$ cat src/design/aevad_pkg.sv
// ----------------------------------------------------------------------------
// aevad_pkg
// shared types and constants of the adaptive energy vad with auto stop
// ----------------------------------------------------------------------------
package aevad_pkg;

  // q2.16 coefficient format, widest coefficient is 2.4 which needs 18 bits
  localparam int unsigned COEF_BITS      = 18;
  localparam int unsigned COEF_FRAC_BITS = 16;

  localparam logic [COEF_BITS-1:0] K_SLOW_KEEP = 18'd64225;  // 0.98
  localparam logic [COEF_BITS-1:0] K_SLOW_NEW  = 18'd1311;   // 0.02
  localparam logic [COEF_BITS-1:0] K_FAST_KEEP = 18'd58982;  // 0.9
  localparam logic [COEF_BITS-1:0] K_FAST_NEW  = 18'd6554;   // 0.1
  localparam logic [COEF_BITS-1:0] K_SPEECH    = 18'd157286; // 2.4
  localparam logic [COEF_BITS-1:0] K_SILENCE   = 18'd98304;  // 1.5

  // configuration port
  localparam int unsigned CFG_IDX_BITS  = 3;
  localparam int unsigned CFG_DATA_BITS = 16;
  localparam int unsigned FRAME_BITS    = 8;
  localparam int unsigned MIN_BITS      = 16;

  typedef enum logic [CFG_IDX_BITS-1:0] {
    CFG_MIN_SPEECH_FRAMES = 3'd0,
    CFG_SILENCE_LIMIT     = 3'd1,
    CFG_FLOOR_MIN         = 3'd2,
    CFG_SPEECH_THR_MIN    = 3'd3,
    CFG_SILENCE_THR_MIN   = 3'd4
  } cfg_idx_e;

  localparam logic [FRAME_BITS-1:0] MIN_SPEECH_FRAMES_RST = 8'd4;
  localparam logic [FRAME_BITS-1:0] SILENCE_LIMIT_RST     = 8'd50;
  localparam logic [MIN_BITS-1:0]   FLOOR_MIN_RST         = 16'd98;
  localparam logic [MIN_BITS-1:0]   SPEECH_THR_MIN_RST    = 16'd426;
  localparam logic [MIN_BITS-1:0]   SILENCE_THR_MIN_RST   = 16'd295;

  typedef enum logic {
    CMD_START = 1'b0,
    CMD_POLL  = 1'b1
  } cmd_e;

  typedef enum logic [1:0] {
    CAUSE_NONE    = 2'd0,
    CAUSE_KEY     = 2'd1,
    CAUSE_SILENCE = 2'd2
  } stop_cause_e;

  // control of the serial multiply-accumulate units
  typedef struct packed {
    logic clear;
    logic step;
  } smac_ctrl_t;

endpackage

$ cat src/design/aevad_if.sv
// ----------------------------------------------------------------------------
// aevad channel interfaces
// valid/ready channels for level words, result words and register writes
// ----------------------------------------------------------------------------
interface aevad_in_if #(
  parameter int unsigned LEVEL_BITS = 16
);
  logic                  valid;
  logic                  ready;
  logic                  cmd;
  logic                  key_released;
  logic [LEVEL_BITS-1:0] level;

  modport source (output valid, cmd, key_released, level, input ready);
  modport sink   (input valid, cmd, key_released, level, output ready);
endinterface

interface aevad_out_if #(
  parameter int unsigned LEVEL_BITS = 16
);
  logic                  valid;
  logic                  ready;
  logic                  stop_request;
  logic [1:0]            stop_cause;
  logic                  is_speech;
  logic [LEVEL_BITS-1:0] floor_level;

  modport source (output valid, stop_request, stop_cause, is_speech, floor_level, input ready);
  modport sink   (input valid, stop_request, stop_cause, is_speech, floor_level, output ready);
endinterface

interface aevad_cfg_if;
  logic        valid;
  logic        ready;
  logic [2:0]  index;
  logic [15:0] data;

  modport source (output valid, index, data, input ready);
  modport sink   (input valid, index, data, output ready);
endinterface

$ cat src/design/aevad_smac.sv
// ----------------------------------------------------------------------------
// aevad_smac
// bit-serial multiply-accumulate: a*coef_a + b*coef_b; while step is held, one operand bit a cycle
// ----------------------------------------------------------------------------
module aevad_smac import aevad_pkg::*; #(
  parameter int unsigned OP_BITS = 16
) (
  input  logic                          clk_i,
  input  smac_ctrl_t                    ctrl_i,
  input  logic                          bit_a_i,
  input  logic                          bit_b_i,
  input  logic [COEF_BITS-1:0]          coef_a_i,
  input  logic [COEF_BITS-1:0]          coef_b_i,
  output logic [OP_BITS+COEF_BITS-1:0]  prod_o
);

  localparam int unsigned ACC_BITS = OP_BITS + COEF_BITS;

  logic [ACC_BITS-1:0]  acc_q, acc_d;
  logic [COEF_BITS:0]   addend;
  logic [COEF_BITS:0]   upper_sum;
  logic [ACC_BITS:0]    shifted;

  // partial products enter at the top, the accumulator shifts right
  assign addend    = (bit_a_i ? {1'b0, coef_a_i} : '0) + (bit_b_i ? {1'b0, coef_b_i} : '0);
  assign upper_sum = {1'b0, acc_q[ACC_BITS-1:OP_BITS]} + addend;
  assign shifted   = {upper_sum, acc_q[OP_BITS-1:0]};

  always_comb begin
    if (ctrl_i.clear) begin
      acc_d = '0;
    end else if (ctrl_i.step) begin
      acc_d = shifted[ACC_BITS:1];
    end else begin
      acc_d = acc_q;
    end
  end

  always_ff @(posedge clk_i) begin
    acc_q <= acc_d;
  end

  assign prod_o = acc_q;

endmodule

$ cat src/design/adaptive_energy_vad_autostop.sv
// ----------------------------------------------------------------------------
// adaptive_energy_vad_autostop
// energy voice-activity detector with adaptive noise floor and auto stop
// ----------------------------------------------------------------------------
//  channel   dir  handshake     word contents
//  in_ch     in   valid/ready   cmd, key_released, level
//  out_ch    out  valid/ready   stop_request, stop_cause, is_speech, floor_level
//  cfg_ch    in   valid/ready   index, data (register write, always ready)
//
//  an evaluated poll (recording, key held) makes two bit-serial passes through
//  the shared multiply-accumulate units, S_BLEND then S_THRESH with S_FLOOR1
//  between them, before S_DONE; starts, idle polls and key releases go to S_DONE
//  one word is in flight at a time; a finished result sits in the output
//  register while the next word is accepted and computed
//  reset clears the control state, the floor to 0.004 and the configuration
//  registers to their defaults; no clearing pass is needed
// ----------------------------------------------------------------------------
module adaptive_energy_vad_autostop import aevad_pkg::*; #(
  parameter int unsigned LEVEL_BITS = 16,
  parameter int unsigned COUNT_BITS = 8
) (
  input  logic        clk_i,
  input  logic        rst_ni,
  aevad_in_if.sink    in_ch,
  aevad_out_if.source out_ch,
  aevad_cfg_if.sink   cfg_ch
);

  localparam int unsigned ACC_BITS  = LEVEL_BITS + COEF_BITS;
  localparam int unsigned STEP_BITS = $clog2(LEVEL_BITS);
  localparam int unsigned MW        = (LEVEL_BITS > MIN_BITS) ? LEVEL_BITS : MIN_BITS;
  localparam int unsigned TW        = (LEVEL_BITS + 2 > MIN_BITS) ? LEVEL_BITS + 2 : MIN_BITS;
  localparam int unsigned CW        = (COUNT_BITS > FRAME_BITS) ? COUNT_BITS : FRAME_BITS;
  localparam logic [LEVEL_BITS-1:0] LEVEL_MAX = '1;
  localparam logic [COUNT_BITS-1:0] COUNT_MAX = '1;
  localparam logic [STEP_BITS-1:0]  STEP_LAST = STEP_BITS'(LEVEL_BITS - 1);
  // 0.004 of full scale, truncated
  localparam longint unsigned FLOOR_RESET_INT = ((64'd1 << LEVEL_BITS) * 4) / 1000;
  localparam logic [LEVEL_BITS-1:0] FLOOR_RESET = LEVEL_BITS'(FLOOR_RESET_INT);

  typedef enum logic [2:0] {
    S_IDLE,
    S_BLEND,
    S_FLOOR1,
    S_THRESH,
    S_DONE
  } state_e;

  // configuration registers
  logic [FRAME_BITS-1:0] min_speech_q, silence_limit_q;
  logic [MIN_BITS-1:0]   floor_min_q, speech_min_q, silence_min_q;

  // control state
  state_e                state_q;
  logic [STEP_BITS-1:0]  step_q;
  logic                  active_q;
  logic [LEVEL_BITS-1:0] floor_q;
  logic [COUNT_BITS-1:0] speech_cnt_q, silence_cnt_q;
  logic                  out_valid_q;

  // word payload and serial operands
  cmd_e                  cmd_q;
  logic                  key_q;
  logic [LEVEL_BITS-1:0] level_q;
  logic [LEVEL_BITS-1:0] fl_sr_q, lv_sr_q;
  logic [LEVEL_BITS-1:0] floor1_q;
  logic                  out_stop_q, out_speech_q;
  stop_cause_e           out_cause_q;
  logic [LEVEL_BITS-1:0] out_floor_q;

  logic                  in_accept, out_free, commit, eval_in, eval_w;
  smac_ctrl_t            smac_ctrl;
  logic [COEF_BITS-1:0]  blend_keep, blend_new;
  logic [ACC_BITS-1:0]   blend_prod, speech_prod, silence_prod;

  // ---------------------------------------------------------------------------
  // configuration writes, index outside the list is dropped
  // ---------------------------------------------------------------------------
  assign cfg_ch.ready = 1'b1;

  always_ff @(posedge clk_i or negedge rst_ni) begin
    if (!rst_ni) begin
      min_speech_q    <= MIN_SPEECH_FRAMES_RST;
      silence_limit_q <= SILENCE_LIMIT_RST;
      floor_min_q     <= FLOOR_MIN_RST;
      speech_min_q    <= SPEECH_THR_MIN_RST;
      silence_min_q   <= SILENCE_THR_MIN_RST;
    end else if (cfg_ch.valid) begin
      unique case (cfg_idx_e'(cfg_ch.index))
        CFG_MIN_SPEECH_FRAMES: min_speech_q    <= cfg_ch.data[FRAME_BITS-1:0];
        CFG_SILENCE_LIMIT:     silence_limit_q <= cfg_ch.data[FRAME_BITS-1:0];
        CFG_FLOOR_MIN:         floor_min_q     <= cfg_ch.data[MIN_BITS-1:0];
        CFG_SPEECH_THR_MIN:    speech_min_q    <= cfg_ch.data[MIN_BITS-1:0];
        CFG_SILENCE_THR_MIN:   silence_min_q   <= cfg_ch.data[MIN_BITS-1:0];
        default: ;
      endcase
    end
  end

  // ---------------------------------------------------------------------------
  // handshake
  // ---------------------------------------------------------------------------
  assign in_ch.ready = (state_q == S_IDLE);
  assign in_accept   = in_ch.valid && in_ch.ready;
  assign out_free    = !out_valid_q || out_ch.ready;
  assign commit      = (state_q == S_DONE) && out_free;

  // level is only evaluated on a poll while recording with the key still held
  assign eval_in = (cmd_e'(in_ch.cmd) == CMD_POLL) && active_q && !in_ch.key_released;
  assign eval_w  = (cmd_q == CMD_POLL) && active_q && !key_q;

  // ---------------------------------------------------------------------------
  // serial multiply units
  // pass 1: slow blend of floor and level
  // pass 2: fast blend plus both thresholds, all from the pass-1 floor
  // ---------------------------------------------------------------------------
  assign smac_ctrl.clear = in_accept || (state_q == S_FLOOR1);
  assign smac_ctrl.step  = (state_q == S_BLEND) || (state_q == S_THRESH);
  assign blend_keep      = (state_q == S_THRESH) ? K_FAST_KEEP : K_SLOW_KEEP;
  assign blend_new       = (state_q == S_THRESH) ? K_FAST_NEW  : K_SLOW_NEW;

  aevad_smac #(.OP_BITS(LEVEL_BITS)) u_blend (
    .clk_i    (clk_i),
    .ctrl_i   (smac_ctrl),
    .bit_a_i  (fl_sr_q[0]),
    .bit_b_i  (lv_sr_q[0]),
    .coef_a_i (blend_keep),
    .coef_b_i (blend_new),
    .prod_o   (blend_prod)
  );

  aevad_smac #(.OP_BITS(LEVEL_BITS)) u_speech_thr (
    .clk_i    (clk_i),
    .ctrl_i   (smac_ctrl),
    .bit_a_i  (fl_sr_q[0]),
    .bit_b_i  (1'b0),
    .coef_a_i (K_SPEECH),
    .coef_b_i ('0),
    .prod_o   (speech_prod)
  );

  aevad_smac #(.OP_BITS(LEVEL_BITS)) u_silence_thr (
    .clk_i    (clk_i),
    .ctrl_i   (smac_ctrl),
    .bit_a_i  (fl_sr_q[0]),
    .bit_b_i  (1'b0),
    .coef_a_i (K_SILENCE),
    .coef_b_i ('0),
    .prod_o   (silence_prod)
  );

  // ---------------------------------------------------------------------------
  // floor clamp, thresholds and the tick decision
  // ---------------------------------------------------------------------------
  logic [MW-1:0]         lim_wide;
  logic [LEVEL_BITS-1:0] floor_lim, blend_val, blend_clamped;
  logic [TW-1:0]         speech_thr, silence_thr, level_w, sp_raw, si_raw;
  logic                  speech_hit, silent_hit, fast_adapt, sil_stop;
  logic [COUNT_BITS-1:0] sc_upd, slc_upd;

  logic                  res_stop, res_speech, nxt_active;
  stop_cause_e           res_cause;
  logic [LEVEL_BITS-1:0] nxt_floor;
  logic [COUNT_BITS-1:0] nxt_sc, nxt_slc;

  function automatic logic [COUNT_BITS-1:0] sat_inc(input logic [COUNT_BITS-1:0] c);
    return (c == COUNT_MAX) ? COUNT_MAX : c + 1'b1;
  endfunction

  // floor minimum limited to the level range
  assign lim_wide  = (MW'(floor_min_q) > MW'(LEVEL_MAX)) ? MW'(LEVEL_MAX) : MW'(floor_min_q);
  assign floor_lim = lim_wide[LEVEL_BITS-1:0];

  // blend result is q2.16 product >> 16, then clamped below
  assign blend_val     = blend_prod[LEVEL_BITS+COEF_FRAC_BITS-1:COEF_FRAC_BITS];
  assign blend_clamped = (blend_val < floor_lim) ? floor_lim : blend_val;

  // thresholds are kept wider than a level so they never clip
  assign sp_raw      = TW'(speech_prod[LEVEL_BITS+COEF_FRAC_BITS+1:COEF_FRAC_BITS]);
  assign si_raw      = TW'(silence_prod[LEVEL_BITS+COEF_FRAC_BITS:COEF_FRAC_BITS]);
  assign speech_thr  = (sp_raw < TW'(speech_min_q))  ? TW'(speech_min_q)  : sp_raw;
  assign silence_thr = (si_raw < TW'(silence_min_q)) ? TW'(silence_min_q) : si_raw;
  assign level_w     = TW'(level_q);

  assign speech_hit = (level_w >= speech_thr);
  assign silent_hit = !speech_hit && (CW'(speech_cnt_q) >= CW'(min_speech_q))
                      && (level_w <= silence_thr);
  // fast adaptation only before any speech has been seen
  assign fast_adapt = !speech_hit && !silent_hit && (speech_cnt_q == '0);

  assign sc_upd   = speech_hit ? sat_inc(speech_cnt_q) : speech_cnt_q;
  assign slc_upd  = speech_hit ? '0 : (silent_hit ? sat_inc(silence_cnt_q) : silence_cnt_q);
  assign sil_stop = (CW'(sc_upd) >= CW'(min_speech_q))
                    && (CW'(slc_upd) > CW'(silence_limit_q));

  always_comb begin
    res_stop   = 1'b0;
    res_cause  = CAUSE_NONE;
    res_speech = 1'b0;
    nxt_active = active_q;
    nxt_floor  = floor_q;
    nxt_sc     = speech_cnt_q;
    nxt_slc    = silence_cnt_q;
    if (eval_w) begin
      res_speech = speech_hit;
      nxt_floor  = fast_adapt ? blend_clamped : floor1_q;
      nxt_sc     = sc_upd;
      nxt_slc    = slc_upd;
      if (sil_stop) begin
        nxt_sc     = '0;
        nxt_slc    = '0;
        nxt_active = 1'b0;
        res_stop   = 1'b1;
        res_cause  = CAUSE_SILENCE;
      end
    end else if (cmd_q == CMD_START) begin
      // start while recording is ignored
      if (!active_q) begin
        nxt_active = 1'b1;
        nxt_sc     = '0;
        nxt_slc    = '0;
      end
    end else if (active_q) begin
      // poll with the key released
      nxt_active = 1'b0;
      res_stop   = 1'b1;
      res_cause  = CAUSE_KEY;
    end
  end

  // ---------------------------------------------------------------------------
  // sequencer and state
  // ---------------------------------------------------------------------------
  always_ff @(posedge clk_i or negedge rst_ni) begin
    if (!rst_ni) begin
      state_q       <= S_IDLE;
      step_q        <= '0;
      active_q      <= 1'b0;
      floor_q       <= FLOOR_RESET;
      speech_cnt_q  <= '0;
      silence_cnt_q <= '0;
      out_valid_q   <= 1'b0;
    end else begin
      // a new word replaces the old one, otherwise an accepted word leaves
      if (commit) begin
        out_valid_q <= 1'b1;
      end else if (out_ch.ready) begin
        out_valid_q <= 1'b0;
      end
      unique case (state_q)
        S_IDLE: begin
          if (in_accept) begin
            step_q  <= '0;
            state_q <= eval_in ? S_BLEND : S_DONE;
          end
        end
        S_BLEND: begin
          step_q <= step_q + 1'b1;
          if (step_q == STEP_LAST) begin
            state_q <= S_FLOOR1;
          end
        end
        S_FLOOR1: begin
          step_q  <= '0;
          state_q <= S_THRESH;
        end
        S_THRESH: begin
          step_q <= step_q + 1'b1;
          if (step_q == STEP_LAST) begin
            state_q <= S_DONE;
          end
        end
        S_DONE: begin
          if (out_free) begin
            active_q      <= nxt_active;
            floor_q       <= nxt_floor;
            speech_cnt_q  <= nxt_sc;
            silence_cnt_q <= nxt_slc;
            state_q       <= S_IDLE;
          end
        end
        default: state_q <= S_IDLE;
      endcase
    end
  end

  // payload, operand shift registers and the result word
  always_ff @(posedge clk_i) begin
    if (in_accept) begin
      cmd_q   <= cmd_e'(in_ch.cmd);
      key_q   <= in_ch.key_released;
      level_q <= in_ch.level;
      fl_sr_q <= floor_q;
      lv_sr_q <= in_ch.level;
    end else if (state_q == S_FLOOR1) begin
      floor1_q <= blend_clamped;
      fl_sr_q  <= blend_clamped;
      lv_sr_q  <= level_q;
    end else if (smac_ctrl.step) begin
      fl_sr_q <= fl_sr_q >> 1;
      lv_sr_q <= lv_sr_q >> 1;
    end
    if (commit) begin
      out_stop_q   <= res_stop;
      out_cause_q  <= res_cause;
      out_speech_q <= res_speech;
      out_floor_q  <= nxt_floor;
    end
  end

  assign out_ch.valid        = out_valid_q;
  assign out_ch.stop_request = out_stop_q;
  assign out_ch.stop_cause   = out_cause_q;
  assign out_ch.is_speech    = out_speech_q;
  assign out_ch.floor_level  = out_floor_q;

  // ---------------------------------------------------------------------------
  // assertions
  // ---------------------------------------------------------------------------
  // the recording only ends together with a stop word
  a_stop_on_fall: assert property (@(posedge clk_i) disable iff (!rst_ni)
    $fell(active_q) |-> (out_valid_q && out_stop_q))
    else $error("recording ended without a stop word");

  // a silence stop can never be a speech tick
  a_silence_not_speech: assert property (@(posedge clk_i) disable iff (!rst_ni)
    (out_valid_q && (out_cause_q == CAUSE_SILENCE)) |-> !out_speech_q)
    else $error("silence stop flagged as speech");

  // a key release skips level evaluation
  a_key_no_speech: assert property (@(posedge clk_i) disable iff (!rst_ni)
    (out_valid_q && out_speech_q) |-> (out_cause_q != CAUSE_KEY))
    else $error("key release word flagged as speech");

  // stop flag and cause agree
  a_stop_cause: assert property (@(posedge clk_i) disable iff (!rst_ni)
    out_valid_q |-> (out_stop_q == (out_cause_q != CAUSE_NONE)))
    else $error("stop flag and cause disagree");

endmodule
$ cat src/flat_wrapper.sv
// flat-port wrapper written by rule: the top's interface ports become plain ports
module adaptive_energy_vad_autostop_flat import aevad_pkg::*;
#(
  parameter int unsigned LEVEL_BITS = 16,
  parameter int unsigned COUNT_BITS = 8
)
  (clk_i, rst_ni, in_ch_valid, in_ch_cmd, in_ch_key_released, in_ch_level, in_ch_ready, out_ch_valid, out_ch_stop_request, out_ch_stop_cause, out_ch_is_speech, out_ch_floor_level, out_ch_ready, cfg_ch_valid, cfg_ch_index, cfg_ch_data, cfg_ch_ready);
  aevad_in_if #(.LEVEL_BITS(LEVEL_BITS)) in_ch_i ();
  aevad_out_if #(.LEVEL_BITS(LEVEL_BITS)) out_ch_i ();
  aevad_cfg_if cfg_ch_i ();
  input  logic clk_i;
  input  logic rst_ni;
  input wire logic [$bits(in_ch_i.valid)-1:0] in_ch_valid;
  input wire logic [$bits(in_ch_i.cmd)-1:0] in_ch_cmd;
  input wire logic [$bits(in_ch_i.key_released)-1:0] in_ch_key_released;
  input wire logic [$bits(in_ch_i.level)-1:0] in_ch_level;
  output wire logic [$bits(in_ch_i.ready)-1:0] in_ch_ready;
  output wire logic [$bits(out_ch_i.valid)-1:0] out_ch_valid;
  output wire logic [$bits(out_ch_i.stop_request)-1:0] out_ch_stop_request;
  output wire logic [$bits(out_ch_i.stop_cause)-1:0] out_ch_stop_cause;
  output wire logic [$bits(out_ch_i.is_speech)-1:0] out_ch_is_speech;
  output wire logic [$bits(out_ch_i.floor_level)-1:0] out_ch_floor_level;
  input wire logic [$bits(out_ch_i.ready)-1:0] out_ch_ready;
  input wire logic [$bits(cfg_ch_i.valid)-1:0] cfg_ch_valid;
  input wire logic [$bits(cfg_ch_i.index)-1:0] cfg_ch_index;
  input wire logic [$bits(cfg_ch_i.data)-1:0] cfg_ch_data;
  output wire logic [$bits(cfg_ch_i.ready)-1:0] cfg_ch_ready;
  assign in_ch_i.valid = in_ch_valid;
  assign in_ch_i.cmd = in_ch_cmd;
  assign in_ch_i.key_released = in_ch_key_released;
  assign in_ch_i.level = in_ch_level;
  assign in_ch_ready = in_ch_i.ready;
  assign out_ch_valid = out_ch_i.valid;
  assign out_ch_stop_request = out_ch_i.stop_request;
  assign out_ch_stop_cause = out_ch_i.stop_cause;
  assign out_ch_is_speech = out_ch_i.is_speech;
  assign out_ch_floor_level = out_ch_i.floor_level;
  assign out_ch_i.ready = out_ch_ready;
  assign cfg_ch_i.valid = cfg_ch_valid;
  assign cfg_ch_i.index = cfg_ch_index;
  assign cfg_ch_i.data = cfg_ch_data;
  assign cfg_ch_ready = cfg_ch_i.ready;
  adaptive_energy_vad_autostop #(.LEVEL_BITS(LEVEL_BITS), .COUNT_BITS(COUNT_BITS)) u_core (.clk_i(clk_i), .rst_ni(rst_ni), .in_ch(in_ch_i), .out_ch(out_ch_i), .cfg_ch(cfg_ch_i));
endmodule
$ cat config.mk
export PLATFORM = sky130hd
export DESIGN_NAME = adaptive_energy_vad_autostop_flat
export DESIGN_NICKNAME = d
export VERILOG_FILES = /design/src/design/aevad_pkg.sv /design/src/design/aevad_if.sv /design/src/design/aevad_smac.sv /design/src/design/adaptive_energy_vad_autostop.sv /design/src/flat_wrapper.sv
export SDC_FILE = /design/constraint.sdc
export NUM_CORES = 1
export LEC_CHECK = 0
export BUFFER_PORTS_ARGS = -buffer_cell sky130_fd_sc_hd__buf_2
export CORE_ASPECT_RATIO = 0.8
export CORE_MARGIN = 8
export CORE_UTILIZATION = 45
export DETAILED_ROUTE_END_ITERATION = 6
export GPL_TIMING_DRIVEN = 1
export MAX_ROUTING_LAYER = met4
export PLACE_DENSITY = 0.59
export SYNTH_ARGS = -nofsm -noshare
export SYNTH_HDL_FRONTEND = slang
export SYNTH_HIERARCHICAL = 1
export SYNTH_SLANG_ARGS = --single-unit
$ cat constraint.sdc
create_clock -name clk_i -period 9 [get_ports clk_i]
set_input_delay 0 -clock clk_i [delete_from_list [all_inputs] [get_ports clk_i]]
set_output_delay 0 -clock clk_i [all_outputs]
set_load 0.005 [all_outputs]
==> run summary, run 1 <==
core box area = 39100 um^2
CTS Buffer Depth = 3
I/O pins = 65
clock period minus worst slack = 7.66 ns
Skew-Pair Late Insertion Delay = 0.58 ns
Nets = 2281
grt ovf = 0
DRC viols = 0
first-pass GRT wire length = 77.6 mm
share of layout cells above drive strength 1 = 0.110
CP endpoint kind = register
post-route ant nets = 0
setup tns final = 0 ns
Peak VDD IR = 0.147 mV
most frequent cells in the layout = 175 x nand2_1, 156 x ha_1, 121 x o21ai_0
Hold Slack = 0.0173 ns
Initial DRC Count = 1011
critical-path maximum fanout = 28
WL/cell = 18.8 um
fill count = 3559
Final Skew = 0.0173 ns
Die Height = 193 um
Cell Area, Synth = 17700 um^2
die span in x = 238 um
post-CTS setup buffers = 0
power per standard cell area = 304 nW/um^2
Worst-path clk slew = 0.07 ns
Resized cells post-CTS = 0
syn_area_per_cell = 9.58 um^2
n_diodes = 0
Vias = 14.1k
P&R area growth vs syn = 14.6%
final worst-path cycle share = 0.851
Max-slew headroom = 0.182
worst endpoint required time = 9.47 ns
vias in the first global route = 13.8k
final hold vios = 0
Hold Crit Class = in2reg
Via density = 5.44
final design area excluding fillers = 20300 um^2
initial antenna violation count = 0
H-tree lvl count = 1
cell count after synthesis = 1850
GP Congestion = 0.876
CTS tree = done
reg2reg start = u_core/speech_min_q[8]$_DFFE_PN1P_
RSZ-0062 raised after global routing = no
status = finished clean
HPWL after DPL = 34.8 mm
Pre-antenna DRT Iters = 7
Yosys Warn Count = 6
global-route usage over all layers = 0.215
largest net degree at the start of global routing = 82
CTS Buf Count = 28
Arr. time, crit path = 8.13 ns
commonest non-fill, non-tap cell in the layout = nand2_1
Clock Sinks = 245
Hold Crit Start = cfg_ch_index[2]
Fmax achieved = 131 MHz
Site Rows = 65
Initial Util = 0.453
type of the worst setup path = reg2reg
count of final setup violators = 0
number of buffers added to fix hold violations after cts = 40
Critical Path Source = u_core/speech_min_q[8]$_DFFE_PN1P_
final slew viol count = 0
Max-cap violations = 0
P_leak = 0.00933 uW
port bufs = 63
Routed WL = 48.7 mm
Root Driver = clkbuf_16
Worst-Margin Slew = 1.21 ns
Die Area = 46000 um^2
Worst setup SP type = register
Area after DPL = 18800 um^2
-- stage by stage --
step           setup slack, ns  cells  total power (uW)  utilization
5_1_grt                  0.870   2584              6650        0.519
2_1_floorplan             2.65   1962              4070            -
3_5_place_dp              1.47   2492              4810        0.482
4_1_cts                   1.47   2584              6170        0.519
6_report                  1.34   2584              6180        0.519
3_3_place_gp              1.76   2492              4750        0.482
-- area by class of cell --
class                           instances  area [um^2]  share of cell area
Clock buffer                           34          753              0.0371
Clock inverter                         18          305              0.0150
Inverter                              119          447              0.0220
Multi-Input combinational cell       1514        11000               0.541
Sequential cell                       245         6320               0.311
Tap cell                              536          671              0.0330
Timing Repair Buffer                  118          841              0.0414
-- critical path, cell delays in order, from the launching register on --
cell and delay, ns:
dfstp_2 0.55, inv_1 0.04, ha_1 0.30, a21o_2 0.22, a211o_1 0.30, a221oi_2 0.26, o21ai_2 0.10, a2111oi_4 0.55
buf_4 0.34, mux2i_1 0.11, ha_1 0.30, nand3_1 0.10, o21ba_2 0.22, a2111oi_0 0.56, a211o_1 0.78, nor2b_1 0.26
a21oi_1 0.10, a21oi_1 0.18, ha_1 0.28, and2_1 0.17, o21ai_0 0.13, o21ai_0 0.13, o211a_1 0.27, nor3_1 0.76
nor2_1 0.22, a311oi_1 0.29
-- report_power, final --
part           total, uW  internal (uW)  switching, uW
Combinational       3040           1230           1810
Clock               1310            802            510
Sequential          1830           1540            293
-- per-layer routing --
layer,global-route usage,vias to the layer above,share of wire
met1,0.305,6761,0.49
met3,0.0298,58,0.049
met4,0.0443,0,0.020
met2,0.325,320,0.44
li1,-,6912,-
met5,-,-,0
-- registers in the layout, summed over array words and instances, names as in the netlist, 8 cells and up --
register and cells:
u_core/u_blend/prod_o 18, u_core/u_silence_thr/prod_o 18, u_core/u_speech_thr/prod_o 18, u_core/fl_sr_q 16, u_core/floor1_q 16, u_core/floor_min_q 16
u_core/floor_q 16, u_core/level_q 16, u_core/lv_sr_q 16, u_core/out_ch.floor_level 16, u_core/silence_min_q 16, u_core/speech_min_q 16
u_core/min_speech_q 8, u_core/silence_cnt_q 8, u_core/silence_limit_q 8, u_core/speech_cnt_q 8
-- path summary, 6_finish.rpt --
check / end / slack [ns] / cells past startpoint
setup / recovery: u_core/silence_cnt_q[4]$_DFFE_PN0P_ / 1.34 / 25
hold reg to reg: u_core/silence_limit_q[1]$_DFFE_PN1P_ / 0.51 / 2
min in group asynchronous: u_core/floor_q[8]$_DFFE_PN1P_ / 0.07 / 2
max in group asynchronous: u_core/silence_limit_q[2]$_DFFE_PN0P_ / 7.98 / 3
hold / removal: u_core/silence_limit_q[1]$_DFFE_PN1P_ / 0.02 / 6
setup reg to reg: u_core/silence_cnt_q[4]$_DFFE_PN0P_ / 1.34 / 25
No activity file was read; power rests on OpenSTA's default activity.
==> run 2, diff against run 1 <==
--- a/config.mk
+++ b/config.mk
@@ -11,7 +11,6 @@
 export CORE_UTILIZATION = 45
 export DETAILED_ROUTE_END_ITERATION = 6
 export GPL_TIMING_DRIVEN = 1
-export MAX_ROUTING_LAYER = met4
 export PLACE_DENSITY = 0.59
 export SYNTH_ARGS = -nofsm -noshare
 export SYNTH_HDL_FRONTEND = slang
==> run summary, run 2 (synthesis results as in run 1) <==
status = finished clean (unchanged)
largest net degree at the start of global routing = 74 (was 82)
Initial Util = 0.453 (unchanged)
HPWL after DPL = 34.6 mm (was 34.8 mm)
GP Congestion = 0.872 (was 0.876)
H-tree lvl count = 1 (unchanged)
share of layout cells above drive strength 1 = 0.113 (was 0.110)
initial antenna violation count = 0 (unchanged)
vias in the first global route = 13.7k (was 13.8k)
max incr delay on CP = 0.78 ns (about the same)
met2 usage = 0.323 (was 0.325)
Clock Sinks = 245 (unchanged)
number of buffers added to fix hold violations after cts = 41 (was 40)
Max-slew headroom = 0.145 (was 0.182)
CTS tree = done (unchanged)
Site Rows = 65 (unchanged)
Worst-path clk slew = 0.07 ns (about the same)
final hold vios = 0 (unchanged)
Die Height = 193 um (unchanged)
Skew-Pair Late Insertion Delay = 0.58 ns (about the same)
Max-cap violations = 0 (unchanged)
commonest non-fill, non-tap cell in the layout = nand2_1 (unchanged)
Hold Crit Class = in2async (was in2reg)
count of final setup violators = 0 (unchanged)
Arr. time, crit path = 7.96 ns (was 8.13 ns)
P_leak = 0.00930 uW (was 0.00933 uW)
worst reg2reg path endpoint = u_core/silence_cnt_q[2]$_DFFE_PN0P_ (was u_core/silence_cnt_q[4]$_DFFE_PN0P_)
die span in x = 238 um (unchanged)
Pre-antenna DRT Iters = 5 (was 7)
critical-path maximum fanout = 28 (unchanged)
clock period minus worst slack = 7.48 ns (was 7.66 ns)
Worst setup SP type = register (unchanged)
Non-Filler Instances = 2590 (was 2584)
most frequent cells in the layout = 175 x nand2_1, 156 x ha_1, 121 x o21ai_0 (unchanged)
Peak VDD IR = 0.156 mV (was 0.147 mV)
I/O pins = 65 (unchanged)
Vias = 14.2k (was 14.1k)
port bufs = 63 (unchanged)
grt peak-use layer = met2 (unchanged)
post-route ant nets = 0 (unchanged)
reg2reg start = u_core/speech_min_q[8]$_DFFE_PN1P_ (unchanged)
grt ovf = 0 (unchanged)
Inst Count DP = 2494 (was 2492)
final worst-path cycle share = 0.831 (was 0.851)
power per standard cell area = 300 nW/um^2 (was 304 nW/um^2)
number of buffers and inverters on the critical path = 2 (unchanged)
global-route usage over all layers = 0.207 (was 0.215)
worst endpoint required time = 9.48 ns (was 9.47 ns)
crit path max-delay cell type = a211o_1 (unchanged)
RSZ-0062 raised after global routing = no (unchanged)
Initial DRC Count = 926 (was 1011)
Fmax achieved = 134 MHz (was 131 MHz)
Resized cells post-CTS = 0 (unchanged)
P&R area growth vs syn = 14.5% (was 14.6%)
Root Driver = clkbuf_16 (unchanged)
CTS Buf Count = 29 (was 28)
path depth of the worst reg2reg path = 25 (unchanged)
first-pass GRT wire length = 76.8 mm (was 77.6 mm)
Reg2Reg Setup Slack = 1.52 ns (was 1.34 ns)
Die Area = 46000 um^2 (unchanged)
M1 GR Usage = 0.294 (was 0.305)
DRC viols = 0 (unchanged)
Worst-Margin Slew = 1.27 ns (was 1.21 ns)
CTS Buffer Depth = 3 (unchanged)
WL/cell = 18.6 um (was 18.8 um)
setup tns final = 0 ns (unchanged)
core box area = 39100 um^2 (unchanged)
Nets = 2285 (was 2281)
post-CTS setup buffers = 0 (unchanged)
Routed WL = 48.2 mm (was 48.7 mm)
Crit path max-delay family = compound AO/OA/AOI/OAI gates (unchanged)
CP most frequent cell = ha_1 (unchanged)
CP endpoint kind = register (unchanged)
Via density = 5.47 (was 5.44)
type of the worst setup path = reg2reg (unchanged)
GRT met3 Usage = 0.0327 (was 0.0298)
final slew viol count = 0 (unchanged)
Final Skew = 0.0219 ns (was 0.0173 ns)
run 2: cell type report:
| type | instances | area (um^2) |
|---|---|---|
| Clock inverter | 21 | 229 |
| Timing Repair Buffer | 121 | 866 |
| Multi-Input combinational cell | 1514 | 11000 |
| Sequential cell | 245 | 6320 |
| Tap cell | 536 | 671 |
| Antenna cell | 1 | 2.50 |
| Fill cell | 3532 | 18800 |
| Inverter | 119 | 447 |
| Clock buffer | 33 | 771 |
run 2: worst max-delay path by stage:
stage | from | to | depth (start not counted)
finish | u_core/speech_min_q[8]$_DFFE_PN1P_ | u_core/silence_cnt_q[2]$_DFFE_PN0P_ | 25
global route | u_core/speech_min_q[8]$_DFFE_PN1P_ | u_core/silence_cnt_q[2]$_DFFE_PN0P_ | 25
CTS | u_core/speech_min_q[8]$_DFFE_PN1P_ | u_core/silence_cnt_q[6]$_DFFE_PN0P_ | 25
detailed placement | u_core/speech_min_q[8]$_DFFE_PN1P_ | u_core/silence_cnt_q[6]$_DFFE_PN0P_ | 25
global placement | u_core/speech_min_q[8]$_DFFE_PN1P_ | u_core/silence_cnt_q[6]$_DFFE_PN0P_ | 25
floorplan | u_core/speech_min_q[8]$_DFFE_PN1P_ | u_core/silence_cnt_q[2]$_DFFE_PN0P_ | 26
run 2: worst register-to-register path, cell delays in order, from the launching register on:
cell       delay [ns]
dfstp_2          0.54
inv_1            0.04
ha_1             0.30
a21o_2           0.22
a211o_1          0.31
a221oi_2         0.28
o21ai_2          0.11
a2111oi_4        0.55
buf_4            0.34
mux2i_1          0.11
ha_1             0.30
nand3_1          0.10
o21ba_2          0.21
a2111oi_0        0.53
a211o_1          0.78
nor2b_1          0.28
a21oi_1          0.10
a21oi_1          0.15
ha_1             0.26
and2_1           0.16
o21ai_0          0.12
o21ai_0          0.14
o211a_1          0.28
nor3_1           0.73
nor2_1           0.19
a311oi_1         0.27
run 2: metrics by stage:
step | utilization | hold slack [ns] | total power [uW] | cell area, um^2 | worst slack (ns)
floorplan | - | -0.296 | 4070 | 18100 | 2.65
global placement | 0.482 | 0.0361 | 4760 | 18900 | 1.75
detailed placement | 0.482 | 0.0316 | 4810 | 18900 | 1.56
CTS | 0.518 | 0.0191 | 6090 | 20300 | 1.59
global route | 0.518 | 0.0334 | 6570 | 20300 | 0.753
finish | 0.519 | 0.0217 | 6090 | 20300 | 1.52
run 2: per-layer routing:
| layer | share of wire | routed length, um |
|---|---|---|
| met1 | 0.47 | 22900 |
| met2 | 0.45 | 21500 |
| met3 | 0.056 | 2680 |
| met4 | 0.025 | 1190 |
| met5 | 0 | 0 |
run 2: power by group:
part	switching, uW	total, uW	internal, uW
Sequential	287	1820	1540
Clock	524	1230	709
Combinational	1800	3030	1230
Total	2610	6090	3480
